[src/rtl/hfsp_pkg.sv]
package hfsp_pkg;

    // Sizes
    localparam int MAX_FRAME_BYTES_DEF = 16;
    localparam int BYTE_W              = 8;
    localparam int KIND_W              = 2;
    localparam int CFG_LEN_W           = 5;
    localparam int CFG_IDX_W           = 3;
    localparam int MAX_RES             = 4;
    localparam int NRES_W              = 3;
    localparam int MIN_FRAME_LEN       = 3;
    localparam int PAYLOAD_W           = 4 * BYTE_W + 3;
    localparam int OUT_TDATA_W         = ((PAYLOAD_W + 7) / 8) * 8;

    // Frame bytes
    localparam logic [BYTE_W-1:0] SYNC_BYTE    = 8'h55;
    localparam logic [BYTE_W-1:0] TYPE_PAGE    = 8'hAA;
    localparam logic [BYTE_W-1:0] TYPE_SETTING = 8'hBB;
    localparam logic [BYTE_W-1:0] TYPE_DATA    = 8'hCC;
    localparam logic [BYTE_W-1:0] TYPE_COMMAND = 8'hDD;
    localparam logic [BYTE_W-1:0] TAIL_PAGE    = 8'h0A;
    localparam logic [BYTE_W-1:0] TAIL_SETTING = 8'h0B;
    localparam logic [BYTE_W-1:0] TAIL_DATA    = 8'h0C;
    localparam logic [BYTE_W-1:0] TAIL_COMMAND = 8'h0D;

    // Page checks
    localparam logic [BYTE_W-1:0] PAGE_NIBBLE_MASK = 8'h0F;
    localparam logic [BYTE_W-1:0] SETTING_PAGE_LOW = 8'h01;
    localparam logic [BYTE_W-1:0] PAGE_LIVE        = 8'h02;
    localparam logic [BYTE_W-1:0] PAGE_LIVE_ALT    = 8'h03;

    // Register indexes and reset values
    localparam logic [CFG_IDX_W-1:0] REG_PAGE_LEN    = 3'd0;
    localparam logic [CFG_IDX_W-1:0] REG_SETTING_LEN = 3'd1;
    localparam logic [CFG_IDX_W-1:0] REG_DATA_LEN    = 3'd2;
    localparam logic [CFG_IDX_W-1:0] REG_COMMAND_LEN = 3'd3;
    localparam logic [CFG_LEN_W-1:0] PAGE_LEN_RST    = 5'd4;
    localparam logic [CFG_LEN_W-1:0] SETTING_LEN_RST = 5'd6;
    localparam logic [CFG_LEN_W-1:0] DATA_LEN_RST    = 5'd16;
    localparam logic [CFG_LEN_W-1:0] COMMAND_LEN_RST = 5'd6;

    typedef enum logic [KIND_W-1:0] {
        KIND_PAGE,
        KIND_SETTING,
        KIND_DATA,
        KIND_COMMAND
    } kind_t;

    typedef enum logic [3:0] {
        ST_IDLE,
        ST_CHECK,
        ST_B0,
        ST_B1,
        ST_TAIL,
        ST_P2,
        ST_P3,
        ST_P4,
        ST_EMIT,
        ST_FINISH
    } state_t;

    // Window offset to read
    typedef enum logic [2:0] {
        SEL_HEAD,
        SEL_TYPE,
        SEL_TAIL,
        SEL_CMD,
        SEL_LOAD1,
        SEL_LOAD2
    } rd_sel_t;

    typedef struct packed {
        kind_t             kind;
        logic [BYTE_W-1:0] page_id;
        logic [BYTE_W-1:0] cmd_code;
        logic [BYTE_W-1:0] load_one;
        logic [BYTE_W-1:0] load_two;
        logic              accepted;
        logic              flush_tx;
        logic              refresh_data;
    } result_t;

    typedef struct packed {
        logic    take_byte;
        logic    rd_en;
        rd_sel_t rd_sel;
        logic    drop_one;
        logic    load_kind;
        logic    load_p2;
        logic    load_p3;
        logic    load_p4;
        logic    commit;
        logic    push;
        logic    push_last;
    } dp_cmd_t;

    typedef struct packed {
        logic count_ge2;
        logic nres_full;
        logic b0_sync;
        logic b1_known;
        logic frame_short;
        logic tail_ok;
        logic staged_valid;
        logic out_free;
    } dp_status_t;

    function automatic logic [BYTE_W-1:0] tail_code(input kind_t k);
        logic [BYTE_W-1:0] t;
        case (k)
            KIND_PAGE:    t = TAIL_PAGE;
            KIND_SETTING: t = TAIL_SETTING;
            KIND_DATA:    t = TAIL_DATA;
            KIND_COMMAND: t = TAIL_COMMAND;
            default:      t = TAIL_PAGE;
        endcase
        return t;
    endfunction

endpackage

[src/rtl/hfsp_ram.sv]
module hfsp_ram
    import hfsp_pkg::*;
#(
    parameter int WIDTH = BYTE_W,
    parameter int DEPTH = MAX_FRAME_BYTES_DEF
) (
    input  logic                     aclk,
    input  logic                     wr_en,
    input  logic [$clog2(DEPTH)-1:0] wr_addr,
    input  logic [WIDTH-1:0]         wr_data,
    input  logic                     rd_en,
    input  logic [$clog2(DEPTH)-1:0] rd_addr,
    output logic [WIDTH-1:0]         rd_data
);

    logic [WIDTH-1:0] mem_reg [DEPTH];
    logic [WIDTH-1:0] rd_data_reg;

    // Write port and registered read port
    always_ff @(posedge aclk) begin
        if (wr_en) begin
            mem_reg[wr_addr] <= wr_data;
        end
        if (rd_en) begin
            rd_data_reg <= mem_reg[rd_addr];
        end
    end

    assign rd_data = rd_data_reg;

endmodule

[src/rtl/hfsp_dpath.sv]
module hfsp_dpath
    import hfsp_pkg::*;
#(
    parameter int MAX_FRAME_BYTES = MAX_FRAME_BYTES_DEF
) (
    input  logic                 aclk,
    input  logic                 aresetn,
    input  logic [BYTE_W-1:0]    rx_byte,
    input  logic                 cfg_we,
    input  logic [CFG_IDX_W-1:0] cfg_index,
    input  logic [CFG_LEN_W-1:0] cfg_wdata,
    input  dp_cmd_t              cmd,
    output dp_status_t           status,
    input  logic                 m_tready,
    output result_t              out_result,
    output logic                 out_valid,
    output logic                 out_last
);

    localparam int PTR_W = $clog2(MAX_FRAME_BYTES);
    localparam int CNT_W = $clog2(MAX_FRAME_BYTES + 1);
    localparam int CMP_W = (CNT_W > CFG_LEN_W) ? CNT_W : CFG_LEN_W;
    localparam int SUM_W = CNT_W + 1;
    localparam logic [CMP_W-1:0] LEN_MIN   = CMP_W'(MIN_FRAME_LEN);
    localparam logic [CMP_W-1:0] LEN_MAX   = CMP_W'(MAX_FRAME_BYTES);
    localparam logic [CNT_W-1:0] CNT_FULL  = CNT_W'(MAX_FRAME_BYTES);
    localparam logic [CNT_W-1:0] OFF_HEAD  = CNT_W'(0);
    localparam logic [CNT_W-1:0] OFF_TYPE  = CNT_W'(1);
    localparam logic [CNT_W-1:0] OFF_CMD   = CNT_W'(2);
    localparam logic [CNT_W-1:0] OFF_LOAD1 = CNT_W'(3);
    localparam logic [CNT_W-1:0] OFF_LOAD2 = CNT_W'(4);

    // Circular add with one conditional subtract
    function automatic logic [PTR_W-1:0] wrap_add(input logic [PTR_W-1:0] base,
                                                  input logic [CNT_W-1:0] off);
        logic [SUM_W-1:0] sum;
        sum = SUM_W'(base) + SUM_W'(off);
        if (sum >= SUM_W'(MAX_FRAME_BYTES)) begin
            sum = sum - SUM_W'(MAX_FRAME_BYTES);
        end
        return sum[PTR_W-1:0];
    endfunction

    // Bound a configured length to the legal range
    function automatic logic [CNT_W-1:0] clamp_len(input logic [CFG_LEN_W-1:0] raw);
        logic [CMP_W-1:0] v;
        v = CMP_W'(raw);
        if (v < LEN_MIN) begin
            v = LEN_MIN;
        end else if (v > LEN_MAX) begin
            v = LEN_MAX;
        end
        return v[CNT_W-1:0];
    endfunction

    logic [CFG_LEN_W-1:0] len_cfg_reg [4];
    logic [PTR_W-1:0]     head_reg, head_next;
    logic [CNT_W-1:0]     count_reg, count_next;
    logic [NRES_W-1:0]    nres_reg;
    logic [BYTE_W-1:0]    page_reg;
    kind_t                kind_reg;
    logic [CNT_W-1:0]     len_reg;
    logic [BYTE_W-1:0]    p2_reg, p3_reg, p4_reg;
    result_t              staged_reg;
    logic                 staged_valid_reg;
    result_t              out_reg;
    logic                 out_valid_reg;
    logic                 out_last_reg;

    kind_t                kind_dec;
    logic                 kind_known;
    logic [CNT_W-1:0]     len_dec;
    logic [CNT_W-1:0]     rd_off;
    logic [CNT_W-1:0]     drop_len;
    logic [PTR_W-1:0]     rd_addr;
    logic [PTR_W-1:0]     wr_addr;
    logic                 wr_en;
    logic [BYTE_W-1:0]    rd_data;
    result_t              res_new;

    // Pending byte window
    hfsp_ram #(
        .WIDTH (BYTE_W),
        .DEPTH (MAX_FRAME_BYTES)
    ) u_window (
        .aclk    (aclk),
        .wr_en   (wr_en),
        .wr_addr (wr_addr),
        .wr_data (rx_byte),
        .rd_en   (cmd.rd_en),
        .rd_addr (rd_addr),
        .rd_data (rd_data)
    );

    // Decode the type byte straight off the read port
    always_comb begin
        kind_known = 1'b1;
        case (rd_data)
            TYPE_PAGE:    kind_dec = KIND_PAGE;
            TYPE_SETTING: kind_dec = KIND_SETTING;
            TYPE_DATA:    kind_dec = KIND_DATA;
            TYPE_COMMAND: kind_dec = KIND_COMMAND;
            default: begin
                kind_dec   = KIND_PAGE;
                kind_known = 1'b0;
            end
        endcase
        len_dec = clamp_len(len_cfg_reg[kind_dec]);
    end

    // Select the window offset to read
    always_comb begin
        case (cmd.rd_sel)
            SEL_HEAD:  rd_off = OFF_HEAD;
            SEL_TYPE:  rd_off = OFF_TYPE;
            SEL_TAIL:  rd_off = len_dec - OFF_TYPE;
            SEL_CMD:   rd_off = OFF_CMD;
            SEL_LOAD1: rd_off = OFF_LOAD1;
            SEL_LOAD2: rd_off = OFF_LOAD2;
            default:   rd_off = OFF_HEAD;
        endcase
    end

    assign rd_addr = wrap_add(head_reg, rd_off);
    assign wr_addr = wrap_add(head_reg, count_reg);
    assign wr_en   = cmd.take_byte && (count_reg < CNT_FULL);

    // Append a byte or consume from the head
    always_comb begin
        head_next  = head_reg;
        count_next = count_reg;
        drop_len   = cmd.commit ? len_reg : OFF_TYPE;
        if (wr_en) begin
            count_next = count_reg + OFF_TYPE;
        end else if (cmd.drop_one || cmd.commit) begin
            head_next  = wrap_add(head_reg, drop_len);
            count_next = count_reg - drop_len;
        end
    end

    // Build the result of the frame just checked
    always_comb begin
        res_new         = '0;
        res_new.kind    = kind_reg;
        res_new.page_id = page_reg;
        case (kind_reg)
            KIND_PAGE: begin
                res_new.page_id      = p2_reg;
                res_new.flush_tx     = (page_reg == PAGE_LIVE) && (p2_reg != PAGE_LIVE);
                res_new.refresh_data = (page_reg != PAGE_LIVE) && (p2_reg == PAGE_LIVE);
            end
            KIND_SETTING: begin
                res_new.cmd_code = p2_reg;
                res_new.load_one = p3_reg;
                res_new.load_two = p4_reg;
                res_new.accepted = (page_reg & PAGE_NIBBLE_MASK) == SETTING_PAGE_LOW;
            end
            KIND_COMMAND: begin
                res_new.cmd_code = p2_reg;
                res_new.load_one = p3_reg;
                res_new.load_two = p4_reg;
                res_new.accepted = (page_reg == PAGE_LIVE) || (page_reg == PAGE_LIVE_ALT);
            end
            default: begin
                res_new.cmd_code = '0;
            end
        endcase
    end

    // Control and state registers
    always_ff @(posedge aclk) begin
        if (!aresetn) begin
            len_cfg_reg[0]   <= PAGE_LEN_RST;
            len_cfg_reg[1]   <= SETTING_LEN_RST;
            len_cfg_reg[2]   <= DATA_LEN_RST;
            len_cfg_reg[3]   <= COMMAND_LEN_RST;
            head_reg         <= '0;
            count_reg        <= '0;
            nres_reg         <= '0;
            page_reg         <= '0;
            staged_valid_reg <= 1'b0;
            out_valid_reg    <= 1'b0;
        end else begin
            if (cfg_we) begin
                case (cfg_index)
                    REG_PAGE_LEN:    len_cfg_reg[0] <= cfg_wdata;
                    REG_SETTING_LEN: len_cfg_reg[1] <= cfg_wdata;
                    REG_DATA_LEN:    len_cfg_reg[2] <= cfg_wdata;
                    REG_COMMAND_LEN: len_cfg_reg[3] <= cfg_wdata;
                    default: begin
                    end
                endcase
            end
            head_reg  <= head_next;
            count_reg <= count_next;
            if (cmd.take_byte) begin
                nres_reg <= '0;
            end else if (cmd.commit) begin
                nres_reg <= nres_reg + NRES_W'(1);
            end
            if (cmd.commit && (kind_reg == KIND_PAGE)) begin
                page_reg <= p2_reg;
            end
            if (cmd.commit) begin
                staged_valid_reg <= 1'b1;
            end else if (cmd.push) begin
                staged_valid_reg <= 1'b0;
            end
            if (cmd.push) begin
                out_valid_reg <= 1'b1;
            end else if (m_tready) begin
                out_valid_reg <= 1'b0;
            end
        end
    end

    // Payload registers
    always_ff @(posedge aclk) begin
        if (cmd.load_kind) begin
            kind_reg <= kind_dec;
            len_reg  <= len_dec;
        end
        if (cmd.load_p2) begin
            p2_reg <= (OFF_CMD < len_reg) ? rd_data : '0;
        end
        if (cmd.load_p3) begin
            p3_reg <= (OFF_LOAD1 < len_reg) ? rd_data : '0;
        end
        if (cmd.load_p4) begin
            p4_reg <= (OFF_LOAD2 < len_reg) ? rd_data : '0;
        end
        if (cmd.commit) begin
            staged_reg <= res_new;
        end
        if (cmd.push) begin
            out_reg      <= staged_reg;
            out_last_reg <= cmd.push_last;
        end
    end

    // Status to the controller
    assign status.count_ge2    = count_reg >= OFF_CMD;
    assign status.nres_full    = nres_reg == NRES_W'(MAX_RES);
    assign status.b0_sync      = rd_data == SYNC_BYTE;
    assign status.b1_known     = kind_known;
    assign status.frame_short  = count_reg < len_dec;
    assign status.tail_ok      = rd_data == tail_code(kind_reg);
    assign status.staged_valid = staged_valid_reg;
    assign status.out_free     = !out_valid_reg || m_tready;

    assign out_result = out_reg;
    assign out_valid  = out_valid_reg;
    assign out_last   = out_last_reg;

endmodule

[src/rtl/hfsp_ctrl.sv]
module hfsp_ctrl
    import hfsp_pkg::*;
(
    input  logic       aclk,
    input  logic       aresetn,
    input  logic       s_tvalid,
    output logic       s_tready,
    input  dp_status_t status,
    output dp_cmd_t    cmd
);

    state_t state_reg, state_next;

    // State register
    always_ff @(posedge aclk) begin
        if (!aresetn) begin
            state_reg <= ST_IDLE;
        end else begin
            state_reg <= state_next;
        end
    end

    // Next state and datapath commands
    always_comb begin
        state_next = state_reg;
        cmd        = '0;
        s_tready   = 1'b0;
        case (state_reg)
            ST_IDLE: begin
                s_tready = 1'b1;
                if (s_tvalid) begin
                    cmd.take_byte = 1'b1;
                    state_next    = ST_CHECK;
                end
            end
            ST_CHECK: begin
                if (!status.count_ge2 || status.nres_full) begin
                    state_next = ST_FINISH;
                end else begin
                    cmd.rd_en  = 1'b1;
                    cmd.rd_sel = SEL_HEAD;
                    state_next = ST_B0;
                end
            end
            ST_B0: begin
                if (!status.b0_sync) begin
                    cmd.drop_one = 1'b1;
                    state_next   = ST_CHECK;
                end else begin
                    cmd.rd_en  = 1'b1;
                    cmd.rd_sel = SEL_TYPE;
                    state_next = ST_B1;
                end
            end
            ST_B1: begin
                cmd.load_kind = 1'b1;
                if (!status.b1_known) begin
                    cmd.drop_one = 1'b1;
                    state_next   = ST_CHECK;
                end else if (status.frame_short) begin
                    state_next = ST_FINISH;
                end else begin
                    cmd.rd_en  = 1'b1;
                    cmd.rd_sel = SEL_TAIL;
                    state_next = ST_TAIL;
                end
            end
            ST_TAIL: begin
                if (!status.tail_ok) begin
                    cmd.drop_one = 1'b1;
                    state_next   = ST_CHECK;
                end else begin
                    cmd.rd_en  = 1'b1;
                    cmd.rd_sel = SEL_CMD;
                    state_next = ST_P2;
                end
            end
            ST_P2: begin
                cmd.load_p2 = 1'b1;
                cmd.rd_en   = 1'b1;
                cmd.rd_sel  = SEL_LOAD1;
                state_next  = ST_P3;
            end
            ST_P3: begin
                cmd.load_p3 = 1'b1;
                cmd.rd_en   = 1'b1;
                cmd.rd_sel  = SEL_LOAD2;
                state_next  = ST_P4;
            end
            ST_P4: begin
                cmd.load_p4 = 1'b1;
                state_next  = ST_EMIT;
            end
            ST_EMIT: begin
                // Hand the older frame on, not last, before staging this one
                if (!status.staged_valid || status.out_free) begin
                    cmd.commit = 1'b1;
                    cmd.push   = status.staged_valid;
                    state_next = ST_CHECK;
                end
            end
            ST_FINISH: begin
                if (!status.staged_valid) begin
                    state_next = ST_IDLE;
                end else if (status.out_free) begin
                    cmd.push      = 1'b1;
                    cmd.push_last = 1'b1;
                    state_next    = ST_IDLE;
                end
            end
            default: begin
                state_next = ST_IDLE;
            end
        endcase
    end

endmodule

[src/rtl/hmi_frame_sync_parser_top.sv]
// Channel   Direction  Handshake             Payload
// s_        in         s_tvalid / s_tready   s_tdata: rx_byte
// m_        out        m_tvalid / m_tready   m_tdata, m_tuser: frame_kind, m_tlast
// cfg_      in         cfg_we                cfg_index, cfg_wdata (frame lengths)
//
// After a byte is taken, the window is scanned through the single read port of the
// window RAM: a scan step either drops one byte that does not start a frame, emits a
// frame, held by any output stall, or ends the scan, also when it stops on a frame
// that is not complete yet; the end waits out any output stall for the last result.
// Reset is synchronous, active low; the window contents are not cleared.
// A full output register holds the scan when a second result is ready.
module hmi_frame_sync_parser_top
    import hfsp_pkg::*;
#(
    parameter int MAX_FRAME_BYTES = MAX_FRAME_BYTES_DEF
) (
    input  logic                   aclk,
    input  logic                   aresetn,
    input  logic                   s_tvalid,
    output logic                   s_tready,
    input  logic [BYTE_W-1:0]      s_tdata,   // [7:0] rx_byte
    output logic                   m_tvalid,
    input  logic                   m_tready,
    // [7:0] page_id, [15:8] cmd_code, [23:16] load_one, [31:24] load_two,
    // [32] accepted, [33] flush_tx, [34] refresh_data, [39:35] zero
    output logic [OUT_TDATA_W-1:0] m_tdata,
    output logic [KIND_W-1:0]      m_tuser,   // [1:0] frame_kind
    output logic                   m_tlast,   // last_of_run
    input  logic                   cfg_we,
    input  logic [CFG_IDX_W-1:0]   cfg_index,
    input  logic [CFG_LEN_W-1:0]   cfg_wdata
);

    dp_cmd_t    dp_cmd;
    dp_status_t dp_status;
    result_t    out_result;

    hfsp_ctrl u_ctrl (
        .aclk     (aclk),
        .aresetn  (aresetn),
        .s_tvalid (s_tvalid),
        .s_tready (s_tready),
        .status   (dp_status),
        .cmd      (dp_cmd)
    );

    hfsp_dpath #(
        .MAX_FRAME_BYTES (MAX_FRAME_BYTES)
    ) u_dpath (
        .aclk       (aclk),
        .aresetn    (aresetn),
        .rx_byte    (s_tdata),
        .cfg_we     (cfg_we),
        .cfg_index  (cfg_index),
        .cfg_wdata  (cfg_wdata),
        .cmd        (dp_cmd),
        .status     (dp_status),
        .m_tready   (m_tready),
        .out_result (out_result),
        .out_valid  (m_tvalid),
        .out_last   (m_tlast)
    );

    // Pack the result transaction
    assign m_tdata = {(OUT_TDATA_W - PAYLOAD_W)'(0),
                      out_result.refresh_data,
                      out_result.flush_tx,
                      out_result.accepted,
                      out_result.load_two,
                      out_result.load_one,
                      out_result.cmd_code,
                      out_result.page_id};
    assign m_tuser = out_result.kind;

    // No staged result survives into idle
    assert property (@(posedge aclk) disable iff (!aresetn)
        s_tready |-> !dp_status.staged_valid)
        else $error("staged result left behind at scan end");

    // One byte at a time: ready drops after each input transaction
    assert property (@(posedge aclk) disable iff (!aresetn)
        (s_tvalid && s_tready) |=> !s_tready)
        else $error("input taken during a scan");

    // Never overwrite a result the sink has not taken
    assert property (@(posedge aclk) disable iff (!aresetn)
        dp_cmd.push |-> (!m_tvalid || m_tready))
        else $error("output register overwritten while stalled");

endmodule
[config.mk]
export PLATFORM = sky130hd
export DESIGN_NAME = hmi_frame_sync_parser_top
export DESIGN_NICKNAME = d
export VERILOG_FILES = /design/src/rtl/hfsp_pkg.sv /design/src/rtl/hfsp_ram.sv /design/src/rtl/hfsp_dpath.sv /design/src/rtl/hfsp_ctrl.sv /design/src/rtl/hmi_frame_sync_parser_top.sv
export SDC_FILE = /design/constraint.sdc
export NUM_CORES = 1
export LEC_CHECK = 0
export ABC_CLOCK_PERIOD_IN_PS = 8230
export BUFFER_PORTS_ARGS = -buffer_cell sky130_fd_sc_hd__buf_4
export CORE_MARGIN = 5
export CORE_UTILIZATION = 45
export DETAILED_ROUTE_END_ITERATION = 6
export HOLD_SLACK_MARGIN = 0.02
export PLACE_DENSITY = 0.58
export SYNTH_ARGS = -nofsm -noshare
export SYNTH_HDL_FRONTEND = slang
export SYNTH_HIERARCHICAL = 1
export SYNTH_SLANG_ARGS = --single-unit
[constraint.sdc]
create_clock -name aclk -period 8.23 [get_ports aclk]
set_clock_uncertainty 0.15 [all_clocks]
set_input_delay 0.823 -clock aclk [delete_from_list [all_inputs] [get_ports aclk]]
set_output_delay 0.823 -clock aclk [all_outputs]
set_load 0.05 [all_outputs]
==> qor.log <==
INFO  outcome        outcome=completed
INFO  detailed_routing mean_number_of_vias_per_cell=5.43
INFO  placed_design  place.port_buffers=60
INFO  final_layout   ratio_of_cells_with_drive_above_1_in_the_final_layout=17.1%
INFO  final_layout   seq_area=8390um^2
INFO  final_layout   largest_register_ffs=128
INFO  timing         rsz0062_at_grt=no
INFO  clocking       tritoncts.num_buffers=29
INFO  clocking       holdBufCountCts=0
INFO  final_layout   fillerInstances=2222
INFO  global_routing grt_pass1_vias=6751
INFO  synthesis      synth_flop_cell=sky130_fd_sc_hd__edfxtp_1
INFO  synthesis      yosysMostFrequentCell=sky130_fd_sc_hd__edfxtp_1
INFO  timing         final.min_clock_period=6830ps
INFO  placed_design  dpl.cell_count=1169
INFO  clocking       path_clk_slew=60ps
INFO  worst_hold_path holdCritStartpoint=u_dpath/staged_reg[35]
INFO  floorplanning  design.die.area=30600um^2
INFO  pwr            p_leak=4.77nW
INFO  clocking       clock_h_tree_levels=1
INFO  synthesis      synth.cell_area=12200um^2
INFO  synthesis      synthTopCellsByCount=sky130_fd_sc_hd__edfxtp_1 (262), sky130_fd_sc_hd__and2_1 (64), sky130_fd_sc_hd__nand2_1 (54)
INFO  clocking       cts_tree=built
INFO  floorplanning  dieHeight=175um
INFO  detailed_routing dr_total_vias=6619
INFO  synthesis      synth_area_per_cell=15.5um^2
INFO  placed_design  post-dp-hpwl=16.8mm
INFO  critical_path  critPathLaunchType=flip-flop
INFO  placed_design  routability_driven_placement_congestion_ratio=0.883
INFO  floorplanning  floorplan.initialDensity=45.6%
INFO  placed_design  post-place-ws=1470ps
INFO  timing         setup-tns-final=0ps
INFO  final_layout   nNetsFinal=904
INFO  timing         worst_pin_slew=1150ps
INFO  critical_path  crit_fanout=26
INFO  global_routing grt_pass1_wl=37.8mm
INFO  clocking       post-cts-setup-buffers=0
INFO  timing         worst_slack=1400ps
INFO  clocking       postCtsResizedCells=0
INFO  timing         timing.max_slew.rel_slack=23.5%
INFO  floorplanning  std_cell_rows=60
INFO  clocking       clock-sinks=288
INFO  synthesis      synthDominantAreaCellType=sky130_fd_sc_hd__edfxtp_1
INFO  synthesis      synth-seq-cells=288
INFO  critical_path  timing.critical_path.from=u_dpath/u_window/rd_data[6]
INFO  floorplanning  die_width=175um
INFO  clocking       worst_skew_pair.late_latency=540ps
INFO  detailed_routing routed_wl=24.0mm
INFO  pwr            power.ir.vdd_worst=0.000189V
INFO  synthesis      synth-edff-count=262
INFO  clocking       cts_root_buffer_type=sky130_fd_sc_hd__clkbuf_16
INFO  synthesis      synth_cells=791
INFO  timing         final_max_slew_viol_count=0
INFO  final_layout   num_antenna_cells=0
INFO  timing         finalHoldViolations=0
INFO  floorplanning  core=26900um^2
INFO  final_layout   post_layout_nonfiller_instances=1220
INFO  detailed_routing detail_route.drc_violations=0
INFO  floorplanning  io_pins=66
INFO  synthesis      yosysWarningCount=6
INFO  worst_hold_path worstHoldPathType=reg2reg
INFO  global_routing global_route.overflow_total=0
INFO  global_routing antenna_found_initial=0
INFO  detailed_routing drt.antenna.violating_nets=0
INFO  detailed_routing detail_route.iter0.violations=447
INFO  synthesis      netlist-cell-type-count=66
INFO  detailed_routing detailedRoute.firstPassIterationCount=5
INFO  synthesis      synth_largest_type_area_fraction=64.2%
INFO  pwr            total_power=3.67mW
INFO  pwr            pwr_density_cell=264nW/um^2
INFO  timing         setup_viol=0
INFO  critical_path  reg2reg_from=u_dpath/u_window/rd_data[6]
INFO  global_routing grt_max_degree=41
INFO  synthesis      ys_seq_area_share=68.5%
INFO  critical_path  crit_required=8350ps
INFO  synthesis      synth_area_leaders=sky130_fd_sc_hd__edfxtp_1 (64%), sky130_fd_sc_hd__dfxtp_1 (4.2%), sky130_fd_sc_hd__mux4_2 (3.3%), sky130_fd_sc_hd__and2_1 (3.3%), sky130_fd_sc_hd__mux4_1 (3.0%)
INFO  final_layout   area_growth_syn_to_layout=13.3%
INFO  run            maxCapViolations=0
INFO  critical_path  timing_worst_setup_path_type=reg2reg
INFO  critical_path  timing.critical_path.to_type=flip-flop
INFO  clocking       cts.path.max_buffers=3
INFO  final_layout   multi_input_comb_area=3580um^2
INFO  timing         fmaxAchievable=146MHz
INFO  critical_path  critPathArrivalTime=6950ps
INFO  timing         timing.final.crit_share=83.0%
INFO  synthesis      postSynth.asyncResetShare=0%
INFO  global_routing grt_util_overall=15.6%
INFO  detailed_routing wl_per_cell=19.7um
INFO  final_layout   final_core_utilization=51.6%
worst paths after layout:
| kind | endpoint | cells past startpoint | slack, ps |
|---|---|---|---|
| max reg2reg | u_dpath/u_window/rd_data[1] | 24 | 1400 |
| min | u_dpath/out_result[35] | 0 | 260 |
| max | u_dpath/u_window/rd_data[1] | 24 | 1400 |
| min reg2reg | u_dpath/out_result[35] | 0 | 260 |
report_power, final:
group | internal, mW | switching [mW] | total, mW
clock network | 0.706 | 0.515 | 1.22
logic | 0.271 | 0.368 | 0.638
registers | 1.73 | 0.0806 | 1.81
total | 2.70 | 0.963 | 3.67
kinds of logic (layout without fill, tap and decap cells):
logic type	count (synthesis)	in the layout	share of synthesized area, %
and+or+nand+nor	258	258	11.5
AOI/OAI and AO/OA	89	89	5.26
other	1	5	0.0306
muxes	50	50	7.96
DFF	288	288	68.5
adders and majority gates	24	24	2.70
xor gates and xnor gates	21	21	1.50
buffers and inverters	60	144	2.63
per-stage QoR:
step | instance area [um^2] | hold slack (ps)
finish | 13900 | 265
global placement | 13000 | 253
CTS | 13900 | 269
floorplan | 12300 | 250
global route | 13900 | 270
detailed placement | 13000 | 255
metal layers:
layer / routed length (um) / global-route usage, % / share of wire [%]
met5: 0 / 0 / 0
met4: 687 / 4.94 / 2.9
met3: 935 / 2.40 / 3.9
met2: 12500 / 28.5 / 52
met1: 9900 / 19.0 / 41
layout by cell type (no fill, tap or decap), drive strengths merged, types with 5 or more instances in the layout:
cell	n
nor4	8
or3	8
nand2	54
a21oi	22
a21o	5
ha	20
edfxtp	262
and2	64
a22oi	17
xnor2	16
mux2	11
nand3	6
clkbuf	41
nor2	43
dfxtp	26
mux2i	7
buf	67
clkinv	5
conb	5
inv	27
xor2	5
nor2b	22
a21boi	10
nand2b	17
nor3	11
mux4	32
o21ai	10
final cells by class:
| class | instances | share of cell area, % |
|---|---|---|
| sequential | 288 | 60.4 |
| multi-input combinational | 447 | 25.8 |
| clock buffer | 41 | 5.77 |
| timing repair buffer | 67 | 3.62 |
| tap | 341 | 3.07 |
| inverter | 26 | 0.703 |
| clock inverter | 10 | 0.640 |
worst max-delay path, cell delays in order, from the launching register on:
cell and delay (ps):
sky130_fd_sc_hd__edfxtp_1 560, sky130_fd_sc_hd__nand4_1 210, sky130_fd_sc_hd__or4_1 700, sky130_fd_sc_hd__o31ai_2 560
sky130_fd_sc_hd__nand2_1 140, sky130_fd_sc_hd__a21oi_1 190, sky130_fd_sc_hd__inv_1 70, sky130_fd_sc_hd__ha_1 270
sky130_fd_sc_hd__nand4_1 120, sky130_fd_sc_hd__nor2_1 140, sky130_fd_sc_hd__nor2_1 80, sky130_fd_sc_hd__o211a_1 140
sky130_fd_sc_hd__nor2b_1 180, sky130_fd_sc_hd__a22oi_1 150, sky130_fd_sc_hd__inv_1 210, sky130_fd_sc_hd__nand2_1 110
sky130_fd_sc_hd__o22ai_1 170, sky130_fd_sc_hd__ha_1 190, sky130_fd_sc_hd__inv_1 60, sky130_fd_sc_hd__fa_1 440
sky130_fd_sc_hd__inv_1 830, sky130_fd_sc_hd__buf_4 310, sky130_fd_sc_hd__mux4_2 310, sky130_fd_sc_hd__a22oi_1 180
sky130_fd_sc_hd__nand2_1 100
Power figures use the tool's default switching activity.
